**src/rtl/gaps_pkg.sv**
```systemverilog
package gaps_pkg;

  localparam int GRID_W     = 8;
  localparam int GRID_H     = 8;
  localparam int COORD_W    = 3;
  localparam int CELL_W     = 6;
  localparam int CELLS      = GRID_W * GRID_H;
  localparam int LIST_DEPTH = 64;
  localparam int FRAC_BITS  = 8;
  localparam int MAX_OUT    = 64;
  localparam int G_W        = 7;
  localparam int D2_W       = 7;
  localparam int DIRS       = 8;

  localparam logic       OP_LOAD   = 1'b0;
  localparam logic       OP_QUERY  = 1'b1;
  localparam logic [1:0] CODE_WALK = 2'd0;
  localparam logic [1:0] CODE_WALL = 2'd1;

  // neighbor order: E, S, W, N, NE, SW, NW, SE
  localparam logic signed [3:0] STEP_DX [DIRS] = '{
    4'sd1, 4'sd0, -4'sd1, 4'sd0, 4'sd1, -4'sd1, -4'sd1, 4'sd1};
  localparam logic signed [3:0] STEP_DY [DIRS] = '{
    4'sd0, 4'sd1, 4'sd0, -4'sd1, -4'sd1, 4'sd1, -4'sd1, 4'sd1};

  typedef struct packed {
    logic in_rdy;
    logic grid_wr;
    logic q_init;
    logic goal_rd;
    logic open_seed;
    logic scan_clr;
    logic scan_step;
    logic pop;
    logic nb_rd;
    logic nb_next;
    logic sq_start;
    logic child_wr;
    logic bt_take;
    logic em_init;
    logic em_load;
    logic em_next;
    logic fail_load;
  } gaps_cmd_t;

  typedef struct packed {
    logic in_vld;
    logic in_op;
    logic goal_wall;
    logic live_zero;
    logic scan_more;
    logic scan_pend;
    logic closed_full;
    logic cur_goal;
    logic nb_in;
    logic d_last;
    logic child_ok;
    logic sq_done;
    logic bt_stop;
    logic out_vld;
    logic out_last;
  } gaps_sts_t;

endpackage

```
**src/rtl/gaps_if.sv**
```systemverilog
interface gaps_in_if;
  logic       valid;
  logic       ready;
  logic       op;
  logic [2:0] cell_x;
  logic [2:0] cell_y;
  logic [1:0] cell_value;
  logic [2:0] start_x;
  logic [2:0] start_y;
  logic [2:0] goal_x;
  logic [2:0] goal_y;

  modport source (output valid, op, cell_x, cell_y, cell_value, start_x, start_y, goal_x,
                  goal_y, input ready);
  modport sink (input valid, op, cell_x, cell_y, cell_value, start_x, start_y, goal_x,
                goal_y, output ready);
endinterface

interface gaps_out_if;
  logic       valid;
  logic       ready;
  logic [2:0] path_x;
  logic [2:0] path_y;
  logic       found;
  logic       last;

  modport source (output valid, path_x, path_y, found, last, input ready);
  modport sink (input valid, path_x, path_y, found, last, output ready);
endinterface

```
**src/rtl/gaps_ram.sv**
```systemverilog
module gaps_ram #(
  parameter int W = 8,
  parameter int D = 64
) (
  input  logic                 clk,
  input  logic                 we,
  input  logic [$clog2(D)-1:0] waddr,
  input  logic [W-1:0]         wdata,
  input  logic [$clog2(D)-1:0] raddr,
  output logic [W-1:0]         rdata
);

  logic [W-1:0] mem [D];

  always_ff @(posedge clk) begin
    if (we) begin
      mem[waddr] <= wdata;
    end
    rdata <= mem[raddr];
  end

endmodule

```
**src/rtl/gaps_sqrt.sv**
```systemverilog
module gaps_sqrt #(
  parameter int R_W = 24
) (
  input  logic             clk,
  input  logic             rst_n,
  input  logic             start,
  input  logic [R_W-1:0]   rad,
  output logic             busy,
  output logic             done,
  output logic [R_W/2-1:0] root
);

  localparam int H_W   = R_W / 2;
  localparam int RM    = H_W + 3;
  localparam int CNT_W = $clog2(H_W + 1);

  logic [R_W-1:0]   rad_r;
  logic [RM-1:0]    rem_r;
  logic [H_W-1:0]   root_r;
  logic [CNT_W-1:0] cnt_r;
  logic             busy_r;
  logic             done_r;
  logic [RM-1:0]    rem_sh;
  logic [RM-1:0]    trial;
  logic             ge;

  // one result bit per cycle, restoring
  assign rem_sh = {rem_r[RM-3:0], rad_r[R_W-1:R_W-2]};
  assign trial  = {1'b0, root_r, 2'b01};
  assign ge     = (rem_sh >= trial);

  always_ff @(posedge clk) begin
    if (!rst_n) begin
      busy_r <= 1'b0;
      done_r <= 1'b0;
      cnt_r  <= '0;
    end else begin
      done_r <= 1'b0;
      if (start) begin
        busy_r <= 1'b1;
        cnt_r  <= '0;
      end else if (busy_r) begin
        cnt_r <= cnt_r + CNT_W'(1);
        if (cnt_r == CNT_W'(H_W - 1)) begin
          busy_r <= 1'b0;
          done_r <= 1'b1;
        end
      end
    end
  end

  always_ff @(posedge clk) begin
    if (start) begin
      rad_r  <= rad;
      rem_r  <= '0;
      root_r <= '0;
    end else if (busy_r) begin
      rad_r  <= {rad_r[R_W-3:0], 2'b00};
      rem_r  <= ge ? (rem_sh - trial) : rem_sh;
      root_r <= {root_r[H_W-2:0], ge};
    end
  end

  assign busy = busy_r;
  assign done = done_r;
  assign root = root_r;

endmodule

```
**src/rtl/gaps_ctrl.sv**
```systemverilog
module gaps_ctrl (
  input  logic                clk,
  input  logic                rst_n,
  input  gaps_pkg::gaps_sts_t sts,
  output gaps_pkg::gaps_cmd_t cmd
);

  localparam logic [3:0] S_IDLE = 4'd0;
  localparam logic [3:0] S_GCHK = 4'd1;
  localparam logic [3:0] S_GDAT = 4'd2;
  localparam logic [3:0] S_SEL  = 4'd3;
  localparam logic [3:0] S_SCAN = 4'd4;
  localparam logic [3:0] S_POP  = 4'd5;
  localparam logic [3:0] S_EXP  = 4'd6;
  localparam logic [3:0] S_EXPW = 4'd7;
  localparam logic [3:0] S_SQ   = 4'd8;
  localparam logic [3:0] S_BTR  = 4'd9;
  localparam logic [3:0] S_BTD  = 4'd10;
  localparam logic [3:0] S_EMI  = 4'd11;
  localparam logic [3:0] S_EMR  = 4'd12;
  localparam logic [3:0] S_EML  = 4'd13;
  localparam logic [3:0] S_EMW  = 4'd14;
  localparam logic [3:0] S_FAIL = 4'd15;

  logic [3:0] state_r;
  logic [3:0] state_nxt;

  always_comb begin
    cmd       = '0;
    state_nxt = state_r;
    case (state_r)
      S_IDLE: begin
        cmd.in_rdy = 1'b1;
        if (sts.in_vld) begin
          if (sts.in_op == gaps_pkg::OP_QUERY) begin
            cmd.q_init = 1'b1;
            state_nxt  = S_GCHK;
          end else begin
            cmd.grid_wr = 1'b1;
          end
        end
      end
      S_GCHK: begin
        cmd.goal_rd = 1'b1;
        state_nxt   = S_GDAT;
      end
      S_GDAT: begin
        if (sts.goal_wall) begin
          state_nxt = S_FAIL;
        end else begin
          cmd.open_seed = 1'b1;
          state_nxt     = S_SEL;
        end
      end
      S_SEL: begin
        if (sts.live_zero) begin
          state_nxt = S_FAIL;
        end else begin
          cmd.scan_clr = 1'b1;
          state_nxt    = S_SCAN;
        end
      end
      S_SCAN: begin
        if (!sts.scan_more && !sts.scan_pend) begin
          state_nxt = S_POP;
        end else begin
          cmd.scan_step = 1'b1;
        end
      end
      S_POP: begin
        if (sts.closed_full) begin
          state_nxt = S_FAIL;
        end else begin
          cmd.pop   = 1'b1;
          state_nxt = sts.cur_goal ? S_BTR : S_EXP;
        end
      end
      S_EXP: begin
        if (sts.nb_in) begin
          cmd.nb_rd = 1'b1;
          state_nxt = S_EXPW;
        end else if (sts.d_last) begin
          state_nxt = S_SEL;
        end else begin
          cmd.nb_next = 1'b1;
        end
      end
      S_EXPW: begin
        if (sts.child_ok) begin
          cmd.sq_start = 1'b1;
          state_nxt    = S_SQ;
        end else if (sts.d_last) begin
          state_nxt = S_SEL;
        end else begin
          cmd.nb_next = 1'b1;
          state_nxt   = S_EXP;
        end
      end
      S_SQ: begin
        if (sts.sq_done) begin
          cmd.child_wr = 1'b1;
          if (sts.d_last) begin
            state_nxt = S_SEL;
          end else begin
            cmd.nb_next = 1'b1;
            state_nxt   = S_EXP;
          end
        end
      end
      S_BTR: begin
        state_nxt = S_BTD;
      end
      S_BTD: begin
        cmd.bt_take = 1'b1;
        state_nxt   = sts.bt_stop ? S_EMI : S_BTR;
      end
      S_EMI: begin
        cmd.em_init = 1'b1;
        state_nxt   = S_EMR;
      end
      S_EMR: begin
        state_nxt = S_EML;
      end
      S_EML: begin
        cmd.em_load = 1'b1;
        state_nxt   = S_EMW;
      end
      S_EMW: begin
        if (!sts.out_vld) begin
          if (sts.out_last) begin
            state_nxt = S_IDLE;
          end else begin
            cmd.em_next = 1'b1;
            state_nxt   = S_EMR;
          end
        end
      end
      S_FAIL: begin
        cmd.fail_load = 1'b1;
        state_nxt     = S_EMW;
      end
      default: begin
        state_nxt = S_IDLE;
      end
    endcase
  end

  always_ff @(posedge clk) begin
    if (!rst_n) begin
      state_r <= S_IDLE;
    end else begin
      state_r <= state_nxt;
    end
  end

endmodule

```
**src/rtl/gaps_dp.sv**
```systemverilog
module gaps_dp #(
  parameter int LIST_DEPTH = gaps_pkg::LIST_DEPTH,
  parameter int FRAC_BITS  = gaps_pkg::FRAC_BITS
) (
  input  logic                clk,
  input  logic                rst_n,
  input  gaps_pkg::gaps_cmd_t cmd,
  output gaps_pkg::gaps_sts_t sts,
  input  logic                in_valid,
  input  logic                in_op,
  input  logic [2:0]          in_cell_x,
  input  logic [2:0]          in_cell_y,
  input  logic [1:0]          in_cell_value,
  input  logic [2:0]          in_start_x,
  input  logic [2:0]          in_start_y,
  input  logic [2:0]          in_goal_x,
  input  logic [2:0]          in_goal_y,
  input  logic                out_ready,
  output logic                out_valid,
  output logic [2:0]          out_path_x,
  output logic [2:0]          out_path_y,
  output logic                out_found,
  output logic                out_last
);

  localparam int CELL_W  = gaps_pkg::CELL_W;
  localparam int CELLS   = gaps_pkg::CELLS;
  localparam int G_W     = gaps_pkg::G_W;
  localparam int CW      = $clog2(LIST_DEPTH);
  localparam int LC_W    = $clog2(LIST_DEPTH + 1);
  localparam int SL_W    = $clog2(CELLS);
  localparam int SC_W    = $clog2(CELLS + 1);
  localparam int RAD_RAW = gaps_pkg::D2_W + 2 * FRAC_BITS;
  localparam int R_W     = RAD_RAW + (RAD_RAW % 2);
  localparam int H_W     = R_W / 2;
  localparam int F_W     = G_W + FRAC_BITS;
  localparam int OW      = CELL_W + CW + G_W + F_W;
  localparam int CDW     = CELL_W + CW;

  // query and search state
  logic [2:0]        sx_r, sy_r, gx_r, gy_r;
  logic [CELLS-1:0]  grid_vld_r;
  logic [CELLS-1:0]  open_flag_r;
  logic [CELLS-1:0]  closed_flag_r;
  logic [SL_W-1:0]   grid_rd_idx_r;
  logic [SC_W-1:0]   app_r;
  logic [SC_W-1:0]   scan_i_r;
  logic              scan_pend_r;
  logic [LC_W-1:0]   live_r;
  logic [LC_W-1:0]   closed_cnt_r;
  logic              best_vld_r;
  logic [F_W-1:0]    best_f_r;
  logic [G_W-1:0]    best_g_r;
  logic [CW-1:0]     best_par_r;
  logic [CELL_W-1:0] best_cell_r;
  logic [CELL_W-1:0] cur_cell_r;
  logic [G_W-1:0]    cur_g_r;
  logic [CW-1:0]     cur_idx_r;
  logic [2:0]        d_r;
  logic [CELL_W-1:0] nb_cell_r;
  logic [CW-1:0]     bt_idx_r;
  logic [LC_W-1:0]   len_r;
  logic [LC_W-1:0]   k_r;
  logic [LC_W-1:0]   n_r;
  logic              out_vld_r;
  logic [2:0]        out_x_r, out_y_r;
  logic              out_found_r;
  logic              out_last_r;

  // memory ports
  logic [1:0]        grid_rd;
  logic [SL_W-1:0]   grid_raddr;
  logic [OW-1:0]     open_wdata, open_rd;
  logic [CDW-1:0]    closed_rd;
  logic [CELL_W-1:0] chain_rd;
  logic [CW-1:0]     em_addr;

  // combinational
  logic [CELL_W-1:0] start_cell, goal_cell;
  logic [1:0]        grid_code;
  logic [4:0]        nx, ny;
  logic              nb_in;
  logic [CELL_W-1:0] nb_cell;
  logic [2:0]        ddx, ddy;
  logic [5:0]        ex, ey;
  logic [6:0]        d2;
  logic [R_W-1:0]    rad;
  logic              sq_busy, sq_done;
  logic [H_W-1:0]    h;
  logic [G_W-1:0]    g1;
  logic [F_W-1:0]    f_child;
  logic [CELL_W-1:0] rd_cell;
  logic [CW-1:0]     rd_par;
  logic [G_W-1:0]    rd_g;
  logic [F_W-1:0]    rd_f;
  logic              take_best;
  logic [CELL_W-1:0] cl_cell;
  logic [CW-1:0]     cl_par;
  logic [LC_W-1:0]   n_val;

  assign start_cell = {sy_r, sx_r};
  assign goal_cell  = {gy_r, gx_r};

  assign nx      = {2'b00, cur_cell_r[2:0]} + {gaps_pkg::STEP_DX[d_r][3], gaps_pkg::STEP_DX[d_r]};
  assign ny      = {2'b00, cur_cell_r[5:3]} + {gaps_pkg::STEP_DY[d_r][3], gaps_pkg::STEP_DY[d_r]};
  assign nb_in   = !nx[4] && !ny[4] && (nx < 5'(gaps_pkg::GRID_W)) && (ny < 5'(gaps_pkg::GRID_H));
  assign nb_cell = {ny[2:0], nx[2:0]};

  assign grid_raddr = cmd.goal_rd ? goal_cell : nb_cell;
  assign grid_code  = grid_vld_r[grid_rd_idx_r] ? grid_rd : gaps_pkg::CODE_WALK;

  assign ddx = (nb_cell_r[2:0] >= gx_r) ? (nb_cell_r[2:0] - gx_r) : (gx_r - nb_cell_r[2:0]);
  assign ddy = (nb_cell_r[5:3] >= gy_r) ? (nb_cell_r[5:3] - gy_r) : (gy_r - nb_cell_r[5:3]);
  assign ex  = {3'b000, ddx};
  assign ey  = {3'b000, ddy};
  assign d2  = 7'(ex * ex) + 7'(ey * ey);
  assign rad = R_W'({d2, {(2 * FRAC_BITS){1'b0}}});

  assign g1      = cur_g_r + G_W'(1);
  assign f_child = F_W'({g1, {FRAC_BITS{1'b0}}}) + F_W'(h);

  assign rd_f    = open_rd[F_W-1:0];
  assign rd_g    = open_rd[F_W +: G_W];
  assign rd_par  = open_rd[F_W+G_W +: CW];
  assign rd_cell = open_rd[F_W+G_W+CW +: CELL_W];
  assign take_best = scan_pend_r && open_flag_r[rd_cell] && (!best_vld_r || (best_f_r > rd_f));

  assign cl_par  = closed_rd[CW-1:0];
  assign cl_cell = closed_rd[CW +: CELL_W];

  assign open_wdata = cmd.open_seed ? {start_cell, {CW{1'b0}}, {G_W{1'b0}}, {F_W{1'b0}}}
                                    : {nb_cell_r, cur_idx_r, g1, f_child};

  assign em_addr = CW'(len_r - LC_W'(1) - k_r);
  assign n_val   = (32'(len_r) > 32'(gaps_pkg::MAX_OUT)) ? LC_W'(gaps_pkg::MAX_OUT) : len_r;

  gaps_ram #(.W(2), .D(CELLS)) u_grid (
    .clk   (clk),
    .we    (cmd.grid_wr),
    .waddr ({in_cell_y, in_cell_x}),
    .wdata (in_cell_value),
    .raddr (grid_raddr),
    .rdata (grid_rd)
  );

  gaps_ram #(.W(OW), .D(CELLS)) u_open (
    .clk   (clk),
    .we    (cmd.open_seed || cmd.child_wr),
    .waddr (app_r[SL_W-1:0]),
    .wdata (open_wdata),
    .raddr (scan_i_r[SL_W-1:0]),
    .rdata (open_rd)
  );

  gaps_ram #(.W(CDW), .D(LIST_DEPTH)) u_closed (
    .clk   (clk),
    .we    (cmd.pop),
    .waddr (closed_cnt_r[CW-1:0]),
    .wdata ({best_cell_r, best_par_r}),
    .raddr (bt_idx_r),
    .rdata (closed_rd)
  );

  gaps_ram #(.W(CELL_W), .D(LIST_DEPTH)) u_chain (
    .clk   (clk),
    .we    (cmd.bt_take),
    .waddr (len_r[CW-1:0]),
    .wdata (cl_cell),
    .raddr (em_addr),
    .rdata (chain_rd)
  );

  gaps_sqrt #(.R_W(R_W)) u_sqrt (
    .clk   (clk),
    .rst_n (rst_n),
    .start (cmd.sq_start),
    .rad   (rad),
    .busy  (sq_busy),
    .done  (sq_done),
    .root  (h)
  );

  always_ff @(posedge clk) begin
    if (!rst_n) begin
      grid_vld_r    <= '0;
      open_flag_r   <= '0;
      closed_flag_r <= '0;
      app_r         <= '0;
      scan_i_r      <= '0;
      scan_pend_r   <= 1'b0;
      live_r        <= '0;
      closed_cnt_r  <= '0;
      best_vld_r    <= 1'b0;
      d_r           <= '0;
      len_r         <= '0;
      k_r           <= '0;
      n_r           <= '0;
      out_vld_r     <= 1'b0;
    end else begin
      if (cmd.grid_wr) begin
        grid_vld_r[{in_cell_y, in_cell_x}] <= 1'b1;
      end
      if (cmd.q_init) begin
        open_flag_r   <= '0;
        closed_flag_r <= '0;
        app_r         <= '0;
        live_r        <= '0;
        closed_cnt_r  <= '0;
      end
      if (cmd.open_seed) begin
        open_flag_r[start_cell] <= 1'b1;
        app_r  <= app_r + SC_W'(1);
        live_r <= live_r + LC_W'(1);
      end
      if (cmd.scan_clr) begin
        scan_i_r    <= '0;
        scan_pend_r <= 1'b0;
        best_vld_r  <= 1'b0;
      end
      if (cmd.scan_step) begin
        scan_pend_r <= (scan_i_r < app_r);
        if (scan_i_r < app_r) begin
          scan_i_r <= scan_i_r + SC_W'(1);
        end
        if (take_best) begin
          best_vld_r <= 1'b1;
        end
      end
      if (cmd.pop) begin
        open_flag_r[best_cell_r]   <= 1'b0;
        closed_flag_r[best_cell_r] <= 1'b1;
        live_r       <= live_r - LC_W'(1);
        closed_cnt_r <= closed_cnt_r + LC_W'(1);
        d_r          <= '0;
        len_r        <= '0;
      end
      if (cmd.nb_next) begin
        d_r <= d_r + 3'd1;
      end
      if (cmd.child_wr) begin
        open_flag_r[nb_cell_r] <= 1'b1;
        app_r  <= app_r + SC_W'(1);
        live_r <= live_r + LC_W'(1);
      end
      if (cmd.bt_take) begin
        len_r <= len_r + LC_W'(1);
      end
      if (cmd.em_init) begin
        k_r <= '0;
        n_r <= n_val;
      end
      if (cmd.em_next) begin
        k_r <= k_r + LC_W'(1);
      end
      if (cmd.em_load || cmd.fail_load) begin
        out_vld_r <= 1'b1;
      end else if (out_ready) begin
        out_vld_r <= 1'b0;
      end
    end
  end

  always_ff @(posedge clk) begin
    grid_rd_idx_r <= grid_raddr;
    if (cmd.q_init) begin
      sx_r <= in_start_x;
      sy_r <= in_start_y;
      gx_r <= in_goal_x;
      gy_r <= in_goal_y;
    end
    if (cmd.scan_step && take_best) begin
      best_f_r    <= rd_f;
      best_g_r    <= rd_g;
      best_par_r  <= rd_par;
      best_cell_r <= rd_cell;
    end
    if (cmd.pop) begin
      cur_cell_r <= best_cell_r;
      cur_g_r    <= best_g_r;
      cur_idx_r  <= closed_cnt_r[CW-1:0];
      bt_idx_r   <= closed_cnt_r[CW-1:0];
    end
    if (cmd.nb_rd) begin
      nb_cell_r <= nb_cell;
    end
    if (cmd.bt_take) begin
      bt_idx_r <= cl_par;
    end
    if (cmd.em_load) begin
      out_x_r     <= chain_rd[2:0];
      out_y_r     <= chain_rd[5:3];
      out_found_r <= 1'b1;
      out_last_r  <= (k_r == n_r - LC_W'(1));
    end else if (cmd.fail_load) begin
      out_x_r     <= sx_r;
      out_y_r     <= sy_r;
      out_found_r <= 1'b0;
      out_last_r  <= 1'b1;
    end
  end

  always_comb begin
    sts             = '0;
    sts.in_vld      = in_valid;
    sts.in_op       = in_op;
    sts.goal_wall   = (grid_code == gaps_pkg::CODE_WALL);
    sts.live_zero   = (live_r == '0);
    sts.scan_more   = (scan_i_r < app_r);
    sts.scan_pend   = scan_pend_r;
    sts.closed_full = (closed_cnt_r >= LC_W'(LIST_DEPTH));
    sts.cur_goal    = (best_cell_r == goal_cell);
    sts.nb_in       = nb_in;
    sts.d_last      = (d_r == 3'd7);
    sts.child_ok    = (grid_code == gaps_pkg::CODE_WALK) && !open_flag_r[nb_cell_r] &&
                      !closed_flag_r[nb_cell_r] && (live_r < LC_W'(LIST_DEPTH));
    sts.sq_done     = sq_done;
    sts.bt_stop     = (cl_cell == start_cell) || (len_r + LC_W'(1) == LC_W'(LIST_DEPTH)) ||
                      (LC_W'(cl_par) >= closed_cnt_r);
    sts.out_vld     = out_vld_r;
    sts.out_last    = out_last_r;
  end

  assign out_valid  = out_vld_r;
  assign out_path_x = out_x_r;
  assign out_path_y = out_y_r;
  assign out_found  = out_found_r;
  assign out_last   = out_last_r;

  a_live_bound: assert property (@(posedge clk) disable iff (!rst_n)
    live_r <= LC_W'(LIST_DEPTH))
    else $error("open list count over depth");

  a_child_new: assert property (@(posedge clk) disable iff (!rst_n)
    cmd.child_wr |-> (live_r < LC_W'(LIST_DEPTH)) && !open_flag_r[nb_cell_r] &&
                     !closed_flag_r[nb_cell_r])
    else $error("child written to full list or duplicate cell");

  a_sqrt_idle: assert property (@(posedge clk) disable iff (!rst_n)
    cmd.sq_start |-> !sq_busy)
    else $error("square root started while busy");

  a_out_free: assert property (@(posedge clk) disable iff (!rst_n)
    (cmd.em_load || cmd.fail_load) |-> !out_vld_r)
    else $error("result overwritten before taken");

  a_pop_moves: assert property (@(posedge clk) disable iff (!rst_n)
    cmd.pop |=> closed_flag_r[cur_cell_r] && !open_flag_r[cur_cell_r])
    else $error("expanded cell not moved to closed list");

endmodule

```
**src/rtl/grid_astar_path_search_core.sv**
```systemverilog
// Grid path search: a load request (op 0) writes one 2-bit code of the 8x8 map.
// A query request (op 1) runs 8-connected A* from start to goal and returns the path cells
// from start to goal, one result each, with last on the final one; a wall goal or an
// unreachable goal returns the start cell alone with found clear. One request is handled at
// a time. A query runs a setup, then per expanded cell one pass over the open list RAM
// (one entry per cycle, up to 64, plus select and pop) plus up to 8 neighbor checks,
// each accepted neighbor adding a bit-serial square root for the heuristic, then a
// back-trace over the path cells and the emission of each cell, which output stalls can
// hold. The open list scan and the square root set the worst case.
module grid_astar_path_search_core #(
  parameter int LIST_DEPTH = gaps_pkg::LIST_DEPTH,
  parameter int FRAC_BITS  = gaps_pkg::FRAC_BITS
) (
  input logic          clk,
  input logic          rst_n,
  gaps_in_if.sink      in_ch,
  gaps_out_if.source   out_ch
);

  gaps_pkg::gaps_cmd_t cmd;
  gaps_pkg::gaps_sts_t sts;

  gaps_ctrl u_ctrl (
    .clk   (clk),
    .rst_n (rst_n),
    .sts   (sts),
    .cmd   (cmd)
  );

  gaps_dp #(
    .LIST_DEPTH (LIST_DEPTH),
    .FRAC_BITS  (FRAC_BITS)
  ) u_dp (
    .clk           (clk),
    .rst_n         (rst_n),
    .cmd           (cmd),
    .sts           (sts),
    .in_valid      (in_ch.valid),
    .in_op         (in_ch.op),
    .in_cell_x     (in_ch.cell_x),
    .in_cell_y     (in_ch.cell_y),
    .in_cell_value (in_ch.cell_value),
    .in_start_x    (in_ch.start_x),
    .in_start_y    (in_ch.start_y),
    .in_goal_x     (in_ch.goal_x),
    .in_goal_y     (in_ch.goal_y),
    .out_ready     (out_ch.ready),
    .out_valid     (out_ch.valid),
    .out_path_x    (out_ch.path_x),
    .out_path_y    (out_ch.path_y),
    .out_found     (out_ch.found),
    .out_last      (out_ch.last)
  );

  assign in_ch.ready = cmd.in_rdy;

endmodule

```
**src/flat_wrapper.sv**
```systemverilog
// flat-port wrapper written by rule: the top's interface ports become plain ports
module grid_astar_path_search_core_flat 
#(
  parameter int LIST_DEPTH = gaps_pkg::LIST_DEPTH,
  parameter int FRAC_BITS  = gaps_pkg::FRAC_BITS
)
  (clk, rst_n, in_ch_valid, in_ch_op, in_ch_cell_x, in_ch_cell_y, in_ch_cell_value, in_ch_start_x, in_ch_start_y, in_ch_goal_x, in_ch_goal_y, in_ch_ready, out_ch_valid, out_ch_path_x, out_ch_path_y, out_ch_found, out_ch_last, out_ch_ready);
  gaps_in_if in_ch_i ();
  gaps_out_if out_ch_i ();
  input logic clk;
  input logic rst_n;
  input wire logic [$bits(in_ch_i.valid)-1:0] in_ch_valid;
  input wire logic [$bits(in_ch_i.op)-1:0] in_ch_op;
  input wire logic [$bits(in_ch_i.cell_x)-1:0] in_ch_cell_x;
  input wire logic [$bits(in_ch_i.cell_y)-1:0] in_ch_cell_y;
  input wire logic [$bits(in_ch_i.cell_value)-1:0] in_ch_cell_value;
  input wire logic [$bits(in_ch_i.start_x)-1:0] in_ch_start_x;
  input wire logic [$bits(in_ch_i.start_y)-1:0] in_ch_start_y;
  input wire logic [$bits(in_ch_i.goal_x)-1:0] in_ch_goal_x;
  input wire logic [$bits(in_ch_i.goal_y)-1:0] in_ch_goal_y;
  output wire logic [$bits(in_ch_i.ready)-1:0] in_ch_ready;
  output wire logic [$bits(out_ch_i.valid)-1:0] out_ch_valid;
  output wire logic [$bits(out_ch_i.path_x)-1:0] out_ch_path_x;
  output wire logic [$bits(out_ch_i.path_y)-1:0] out_ch_path_y;
  output wire logic [$bits(out_ch_i.found)-1:0] out_ch_found;
  output wire logic [$bits(out_ch_i.last)-1:0] out_ch_last;
  input wire logic [$bits(out_ch_i.ready)-1:0] out_ch_ready;
  assign in_ch_i.valid = in_ch_valid;
  assign in_ch_i.op = in_ch_op;
  assign in_ch_i.cell_x = in_ch_cell_x;
  assign in_ch_i.cell_y = in_ch_cell_y;
  assign in_ch_i.cell_value = in_ch_cell_value;
  assign in_ch_i.start_x = in_ch_start_x;
  assign in_ch_i.start_y = in_ch_start_y;
  assign in_ch_i.goal_x = in_ch_goal_x;
  assign in_ch_i.goal_y = in_ch_goal_y;
  assign in_ch_ready = in_ch_i.ready;
  assign out_ch_valid = out_ch_i.valid;
  assign out_ch_path_x = out_ch_i.path_x;
  assign out_ch_path_y = out_ch_i.path_y;
  assign out_ch_found = out_ch_i.found;
  assign out_ch_last = out_ch_i.last;
  assign out_ch_i.ready = out_ch_ready;
  grid_astar_path_search_core #(.LIST_DEPTH(LIST_DEPTH), .FRAC_BITS(FRAC_BITS)) u_core (.clk(clk), .rst_n(rst_n), .in_ch(in_ch_i), .out_ch(out_ch_i));
endmodule
```
**config.mk**
```make
export PLATFORM = sky130hd
export DESIGN_NAME = grid_astar_path_search_core_flat
export DESIGN_NICKNAME = d
export VERILOG_FILES = /design/src/rtl/gaps_pkg.sv /design/src/rtl/gaps_if.sv /design/src/rtl/gaps_ram.sv /design/src/rtl/gaps_sqrt.sv /design/src/rtl/gaps_ctrl.sv /design/src/rtl/gaps_dp.sv /design/src/rtl/grid_astar_path_search_core.sv /design/src/flat_wrapper.sv
export SDC_FILE = /design/constraint.sdc
export NUM_CORES = 2
export LEC_CHECK = 0
export ABC_AREA = 0
export ABC_CLOCK_PERIOD_IN_PS = 7300
export BUFFER_PORTS_ARGS = -buffer_cell sky130_fd_sc_hd__buf_2
export CORE_UTILIZATION = 29
export DETAILED_ROUTE_END_ITERATION = 16
export PLACE_DENSITY = 0.42
export SYNTH_ARGS = -nofsm -noshare
export SYNTH_HDL_FRONTEND = slang
export SYNTH_SLANG_ARGS = --single-unit
```
**constraint.sdc**
```tcl
create_clock -name clk -period 7.3 [get_ports clk]
set_input_delay 1.095 -clock clk [delete_from_list [all_inputs] [get_ports clk]]
set_output_delay 1.095 -clock clk [all_outputs]
set_load 0.05 [all_outputs]
```
Word level (Yosys, flattened, before mapping):

Memories as Yosys holds them, arrays and structs flattened. A register that Yosys moved wholly into a read port is not among the register bits.
Index checks and enable logic that the tools add are counted.

* register bits after elaboration: 381
* bits in latches: 0
* memory bits (writable): 3456
* bits in read-only memories: 64
* input port bits: 25
* output and inout port bits: 10
* memories: 6

* $add $sub $neg: 22
* $mul: 2
* div/mod/pow operators: 0
* order comparisons: 22
* eq/ne operators: 28
* shift-type cells: 0
* mux-type cells: 129
* bitwise logic cells: 9
* reduce and logical (&&, ||, !) cells: 43

Memories
* u_core.u_dp.u_open.mem: depth 64, bits a word 34, read ports 1, clocked after memory_dff 1, write ports 1, line gaps_ram.sv:13 `logic [W-1:0] mem [D];`
* u_core.u_dp.u_closed.mem: depth 64, bits a word 12, read ports 1, clocked after memory_dff 1, write ports 1, line gaps_ram.sv:13
* u_core.u_dp.u_chain.mem: depth 64, bits a word 6, read ports 1, clocked after memory_dff 1, write ports 1, line gaps_ram.sv:13
* u_core.u_dp.u_grid.mem: depth 64, bits a word 2, read ports 1, clocked after memory_dff 1, write ports 1, line gaps_ram.sv:13
* (name not given): depth 8, bits a word 4, read ports 1, clocked after memory_dff 0, write ports 0, line gaps_dp.sv:105 `assign ny = {2'b00, cur_cell_r[5:3]} + {gaps_pkg::STEP_DY[d_r][3], gaps_pkg::STEP_DY[d_r]};`
* (name not given): depth 8, bits a word 4, read ports 1, clocked after memory_dff 0, write ports 0, line gaps_dp.sv:104 `assign nx = {2'b00, cur_cell_r[2:0]} + {gaps_pkg::STEP_DX[d_r][3], gaps_pkg::STEP_DX[d_r]};`

Operators by type and width (count)
* 2-to-1 mux 64 bit: 10
* bitwise OR 64 bit: 4
* 2-to-1 mux 7 bit: 15
* 2-to-1 mux 4 bit: 17
* bitwise AND 64 bit: 1
* NOT 64 bit: 1
* case mux 4 bit (15 select lines): 1
* 2-to-1 mux 1 bit: 57
* adder 7 x 1 -> 7 bit (second input constant): 7
* 2-to-1 mux 23 bit: 2
* < comparator 6 x 7 -> 1 bit (second input constant): 6
* equality test 4 bit (second input constant): 9
* 2-to-1 mux 34 bit: 1
* 2-to-1 mux 3 bit: 10
* binary-select mux 1 bit (select 6 bit): 4
* demux 1 bit (select 6 bit): 4
* greater-or-equal comparator 6 x 1 -> 1 bit (second input constant): 4
* 2-to-1 mux 6 bit: 3
* equality test 4 x 3 -> 1 bit (second input constant): 4
* nonzero test 2 bit: 8
* adder 15 x 12 -> 15 bit: 1
* greater-or-equal comparator 15 x 14 -> 1 bit: 1
* greater-than comparator 15 bit: 1
* logical AND 1 bit: 14
* other kinds (42): 70

Longest topological paths before layout:

* depth in word-level cells: 13
* mapped depth: 17
* depth with buffers taken out: 16

Hierarchy:

Synthesis repeated with hierarchy kept, for this count alone.

* cells, all modules: 8423
* area total of the unflattened synthesis: 155481.6 µm²

By module, submodules not included
* gaps_ram (u_core.u_dp.u_open): instances 1, cells each 3744, area an instance 83774.1 µm²
* gaps_ram (u_core.u_dp.u_closed): instances 1, cells each 1339, area an instance 29851.1 µm²
* gaps_dp: instances 1, cells each 1922, area an instance 17777.0 µm²
* gaps_ram (u_core.u_dp.u_chain): instances 1, cells each 727, area an instance 15177.1 µm²
* gaps_ram (u_core.u_dp.u_grid): instances 1, cells each 324, area an instance 5397.7 µm²
* gaps_sqrt: instances 1, cells each 272, area an instance 2902.8 µm²
* gaps_ctrl: instances 1, cells each 95, area an instance 601.8 µm²

Worst setup path before layout:

Ideal clock, no wire load.

* path kind: register to register
* from: register u_core.u_dp.grid_rd_idx_r[0]
* to: memory u_core.u_dp.u_open.mem[0][28] (netlist bit), data pin
* library setup time: 0.702 ns
* data arrival time: 4.445 ns
* required time: 6.598 ns
* path slack: 2.154 ns
* stages on the path, launching flop included: 12
* buffers on the path: 4
* path through: dfxtp_1 > buf_4 > buf_6 > mux2i_1 > a22oi_1 > nand4b_1 > a31oi_1 > a2111oi_4 > o31a_1 > buf_2 > buf_2 > o21ai_0

* word-level cells in the longest chain between the ends: 7

Ends and longest elaborated chain
* from (decl): line gaps_dp.sv:45 `logic [SL_W-1:0] grid_rd_idx_r;`
* from (signal assigned): line gaps_dp.sv:264 `grid_rd_idx_r <= grid_raddr;`
* binary-select mux 1 bit (select 6 bit): line gaps_dp.sv:110 `assign grid_code = grid_vld_r[grid_rd_idx_r] ? grid_rd : gaps_pkg::CODE_WALK;`
* 2-to-1 mux 1 bit (not written as such): line gaps_dp.sv:110
* 2-to-1 mux 2 bit: line gaps_dp.sv:110
* equality test 2 x 1 -> 1 bit: line gaps_dp.sv:306 `sts.goal_wall = (grid_code == gaps_pkg::CODE_WALL);`
* 2-to-1 mux 1 bit: line gaps_ctrl.sv:48 `if (sts.goal_wall) begin`
* 2-to-1 mux 1 bit: line gaps_ctrl.sv:31 `case (state_r)`
* 2-to-1 mux 34 bit: line gaps_dp.sv:131 `assign open_wdata = cmd.open_seed ? {start_cell, {CW{1'b0}}, {G_W{1'b0}}, {F_W{1'b0}}}`
* via u_core.u_dp.open_wdata[28]: line gaps_dp.sv:73 `logic [OW-1:0] open_wdata, open_rd;`
* to (decl): line gaps_ram.sv:13

The timed path passes the listed nets, and every way through them passes these cells. The select of a mux whose other input is x is not followed.

Worst setup path after layout:

* from: register u_core.u_dp.grid_rd_idx_r[2]
* to: memory u_core.u_dp.u_open.mem[48][19] (netlist bit), enable pin

* word-level cells in the longest chain between the ends: 9

Ends and longest elaborated chain
* binary-select mux 1 bit (select 6 bit): line gaps_dp.sv:110
* 2-to-1 mux 1 bit (not written as such): line gaps_dp.sv:110
* 2-to-1 mux 2 bit: line gaps_dp.sv:110
* equality test 2 x 1 -> 1 bit: line gaps_dp.sv:306
* 2-to-1 mux 1 bit: line gaps_ctrl.sv:48
* 2-to-1 mux 1 bit: line gaps_ctrl.sv:31
* logical OR 1 bit: line gaps_dp.sv:148 `.we (cmd.open_seed || cmd.child_wr),`
* 2-to-1 mux 1 bit: line gaps_ram.sv:16 `if (we) begin`
* 2-to-1 mux 1 bit (not written as such): line gaps_ram.sv:17 `mem[waddr] <= wdata;`

Every way passes these cells. The select of a mux whose other input is x is not followed.

==> flow_metrics.py <==
metrics = {
    "critical_path": {
        "end_kind": "register",
        "crit_arrival_ps": 6310,
        "max_stage_delay_ps": 1080,
        "start_kind": "register",
        "crit_slowest_cell": "nor2_4",
        "critical-path-top-delay-family": "simple AND/OR/NAND/NOR gates",
        "path_cells": "mux4_2, nor2b_1, a211oi_1, a21oi_1, o22ai_2, o31ai_4, a21oi_1, nand3_1, nor2_4, buf_4",
        "r2r_start": "u_core.u_dp.grid_rd_idx_r[2]$_DFF_P_",
        "crit_type": "reg -> reg",
        "path_max_fanout": 23,
        "crit_buf_inv": 1,
        "crit_top_cell": "a21oi_1",
        "reg2reg_depth": 10,
        "required_ps": 7910,
        "rrSetupSlack_ps": 1610,
        "r2r_end": "u_core.u_dp.u_open.mem[48][19]$_DFFE_PP_",
    },
    "logic_synthesis": {
        "synthFlopType": "edfxtp_1",
        "synth_area_um2": 153000,
        "postSynthCellCount": 7604,
        "synth-edff-count": 3547,
        "synth_nets": 7728,
        "yosys.area.top_type": "edfxtp_1",
        "yosysUniqueCellTypes": 83,
        "synth-seq-cells": 3891,
        "avgSynthCellArea_um2": 20.2,
        "synth-seq-area-share_pct": 73.9,
        "yosys_warnings": 0,
        "async_flop_share_pct": 0,
        "ys_top_cells_by_area": "edfxtp_1 (69%), mux4_2 (16%), dfxtp_1 (4.5%)",
        "synth_top_area_share_pct": 69.4,
    },
    "clocking": {
        "cts_tree": "built",
        "cts.clk_slew.worst_paths_ps": 60,
        "insertion_delay_ps": 1000,
        "cts.htree.levels": 5,
        "cts.sinks": 3891,
        "postCtsHoldBufs": 0,
        "clk_root_buffer_cell": "clkbuf_16",
        "max-clock-path-buffers": 4,
        "cts_resized": 0,
        "cts_buffers": 429,
        "post_cts_buffers": 0,
    },
    "status": {
        "violations": "capacitance limit, slew limit",
        "status": "finished, violations left",
    },
    "power": {
        "p_leak_nw": 53.9,
        "p_per_area_nw_per_um2": 281,
        "max-vdd-ir-drop_v": 0.000208,
    },
    "timing": {
        "finalHoldViolCount": 0,
        "clock.fmax_mhz": 176,
        "slew_viol_final": 2,
        "setup_violations": 0,
        "maxSlewHeadroom_pct": -3.85,
        "period_share_pct": 78.0,
        "finClkSkew_ps": 101,
        "fin_setup_tns_ps": 0,
        "period_needed_ps": 5690,
        "rsz0062_at_grt": "no",
        "tightest_slew_ps": 1540,
    },
    "hold_path": {
        "hold_path_class": "in -> reg",
        "hold_depth": 1,
        "hp-start": "in_ch_start_x[1]",
        "hold_end": "u_core.u_dp.sx_r[1]$_DFFE_PP_",
    },
    "global_routing": {
        "grt_pass1_vias": 78057,
        "grt_start_max_net_pins": 161,
        "grt_overflow": 0,
        "track_usage_pct": 16.0,
        "grt_pass1_wl_um": 612000,
        "antenna_found_initial": 40,
    },
    "routing": {
        "m1WireLength_um": 195000,
        "drtIter0Drc": 7149,
        "routedWlPerCell_um": 28.5,
        "via_per_inst": 4.97,
        "via_count": 75711,
        "ant_nets": 0,
        "firstDrtPassIters": 6,
        "routed-wl-met3_um": 24100,
        "drc": 0,
        "wl_met2_um": 205000,
        "topRoutingLayerUsed": "met5",
        "wl_um": 433000,
    },
    "floorplanning": {
        "die_w_um": 729,
        "die_h_um": 729,
        "design.die.area_um2": 532000,
        "fp.coreArea_um2": 526000,
        "initial_core_util_pct": 29.2,
        "num_rows": 266,
        "io_pins": 35,
    },
    "placement": {
        "gp_congestion": 0.804,
        "io_buffers": 34,
        "hpwl_um": 267000,
        "placedInstanceArea_um2": 164000,
    },
    "layout": {
        "syn_to_final_growth_pct": 15.8,
        "design_area_um2": 178000,
        "drive_above_1_share_pct": 27.0,
        "fin_nets": 8003,
    },
    "run": {
        "timing.max_cap.violations": 1,
    },
}
-- flip-flops by register name (all words and copies together), names as in the netlist, 8 cells and up --
name                        cells
u_core.u_dp.best_f_r           15
u_core.u_dp.closed_flag_r      64
u_core.u_dp.grid_vld_r         64
u_core.u_dp.open_flag_r        64
u_core.u_dp.u_chain.mem       384
u_core.u_dp.u_closed.mem      768
u_core.u_dp.u_closed.rdata     12
u_core.u_dp.u_grid.mem        128
u_core.u_dp.u_open.mem       2176
u_core.u_dp.u_open.rdata       34
u_core.u_dp.u_sqrt.rad_r        8
u_core.u_dp.u_sqrt.rem_r       13
u_core.u_dp.u_sqrt.root        12
-- stage by stage --
stage               hold slack [ps]  std cells  power, mW  utilization, %  setup WS, ps
floorplan                       386       7604       27.4               -          2150
finish                          274      15228       49.8            33.8          1610
detailed placement              390      14415       29.0            31.1          1470
CTS                             162      15205       50.5            33.7          1480
global placement                387      14415       29.0            31.1          1410
global route                    201      15208       51.5            33.8          1280
-- cells in the final DEF, fill, tap and decap left out, types with 84 or more instances in the layout --
master | synthesis | routed
ha_1 | 89 | 88
mux4_2 | 1117 | 1117
clkinv_1 | 1 | 85
o21ai_0 | 178 | 173
nand2_1 | 250 | 248
a21oi_1 | 99 | 98
buf_4 | 5 | 232
clkinv_2 | 0 | 84
edfxtp_1 | 3547 | 3547
nor2_1 | 390 | 300
inv_1 | 105 | 104
clkbuf_16 | 0 | 437
dfxtp_1 | 344 | 331
clkbuf_1 | 303 | 84
-- metal layers --
layer  vias to the layer above  GRT usage, %
met2                      2044          25.8
met5                         -             0
met1                     41149          22.7
met4                         4          3.42
met3                       530          2.65
li1                      31984             -
-- synthesized netlist by cell type (all sizes together), types with 9 or more instances --
library cell  count
nand3            79
mux2i            67
or3              18
o22ai            60
nor3b            13
nor2b            59
dfxtp           344
a311oi           16
nand2           251
nor2            390
nand4            19
a31oi            34
a21o             16
and3             13
o211ai           20
inv             105
ha               89
xnor2            35
a211oi           66
a22oi            58
o21ai           181
fa               10
nand3b           21
edfxtp         3547
and2            110
o21a             76
clkbuf          303
xor2             21
mux4           1117
mux2             18
a21boi           16
nor3             50
or2              14
a21oi            99
nand2b           18
buf             140
a32oi             9
-- kinds of logic after synthesis --
| logic type | share of synthesized area, % |
|---|---|
| AOI/OAI and AO/OA | 3.14 |
| xor gates and xnor gates | 0.320 |
| adders and majority gates | 0.857 |
| buffers and inverters | 1.40 |
| muxes | 17.0 |
| and+or+nand+nor | 3.37 |
| DFF | 73.9 |
-- how the worst max path moves through the flow --
stage	startpoint	end	slack, ps	cells after the start
floorplan	u_core.u_dp.grid_rd_idx_r[0]$_DFF_P_	u_core.u_dp.u_open.mem[0][28]$_DFFE_PP_	2150	11
global placement	u_core.u_dp.grid_rd_idx_r[2]$_DFF_P_	u_core.u_dp.u_open.mem[55][8]$_DFFE_PP_	1410	10
detailed placement	u_core.u_dp.grid_rd_idx_r[2]$_DFF_P_	u_core.u_dp.u_open.mem[53][23]$_DFFE_PP_	1470	10
CTS	u_core.u_dp.grid_rd_idx_r[2]$_DFF_P_	u_core.u_dp.u_open.mem[53][4]$_DFFE_PP_	1480	10
global route	u_core.u_dp.grid_rd_idx_r[2]$_DFF_P_	u_core.u_dp.u_open.mem[45][21]$_DFFE_PP_	1280	10
finish	u_core.u_dp.grid_rd_idx_r[2]$_DFF_P_	u_core.u_dp.u_open.mem[48][19]$_DFFE_PP_	1610	10
-- cell type report --
type / count / area [um2]
antenna: 22 / 55.1
clock buffer: 538 / 11500
clock inverter: 252 / 2400
fill: 49558 / 348000
inverter: 106 / 398
multi-input combinational: 3164 / 38700
sequential: 3891 / 113000
tap: 6968 / 8720
timing repair buffer: 287 / 2340
-- power by group --
group	switching [mW]	internal, mW	leakage (nW)
registers	0.179	24.8	34.9
clock network	9.07	12.3	6.78
logic	2.48	0.972	12.3
total	11.7	38.1	53.9
(Power assumes the default switching activity.)
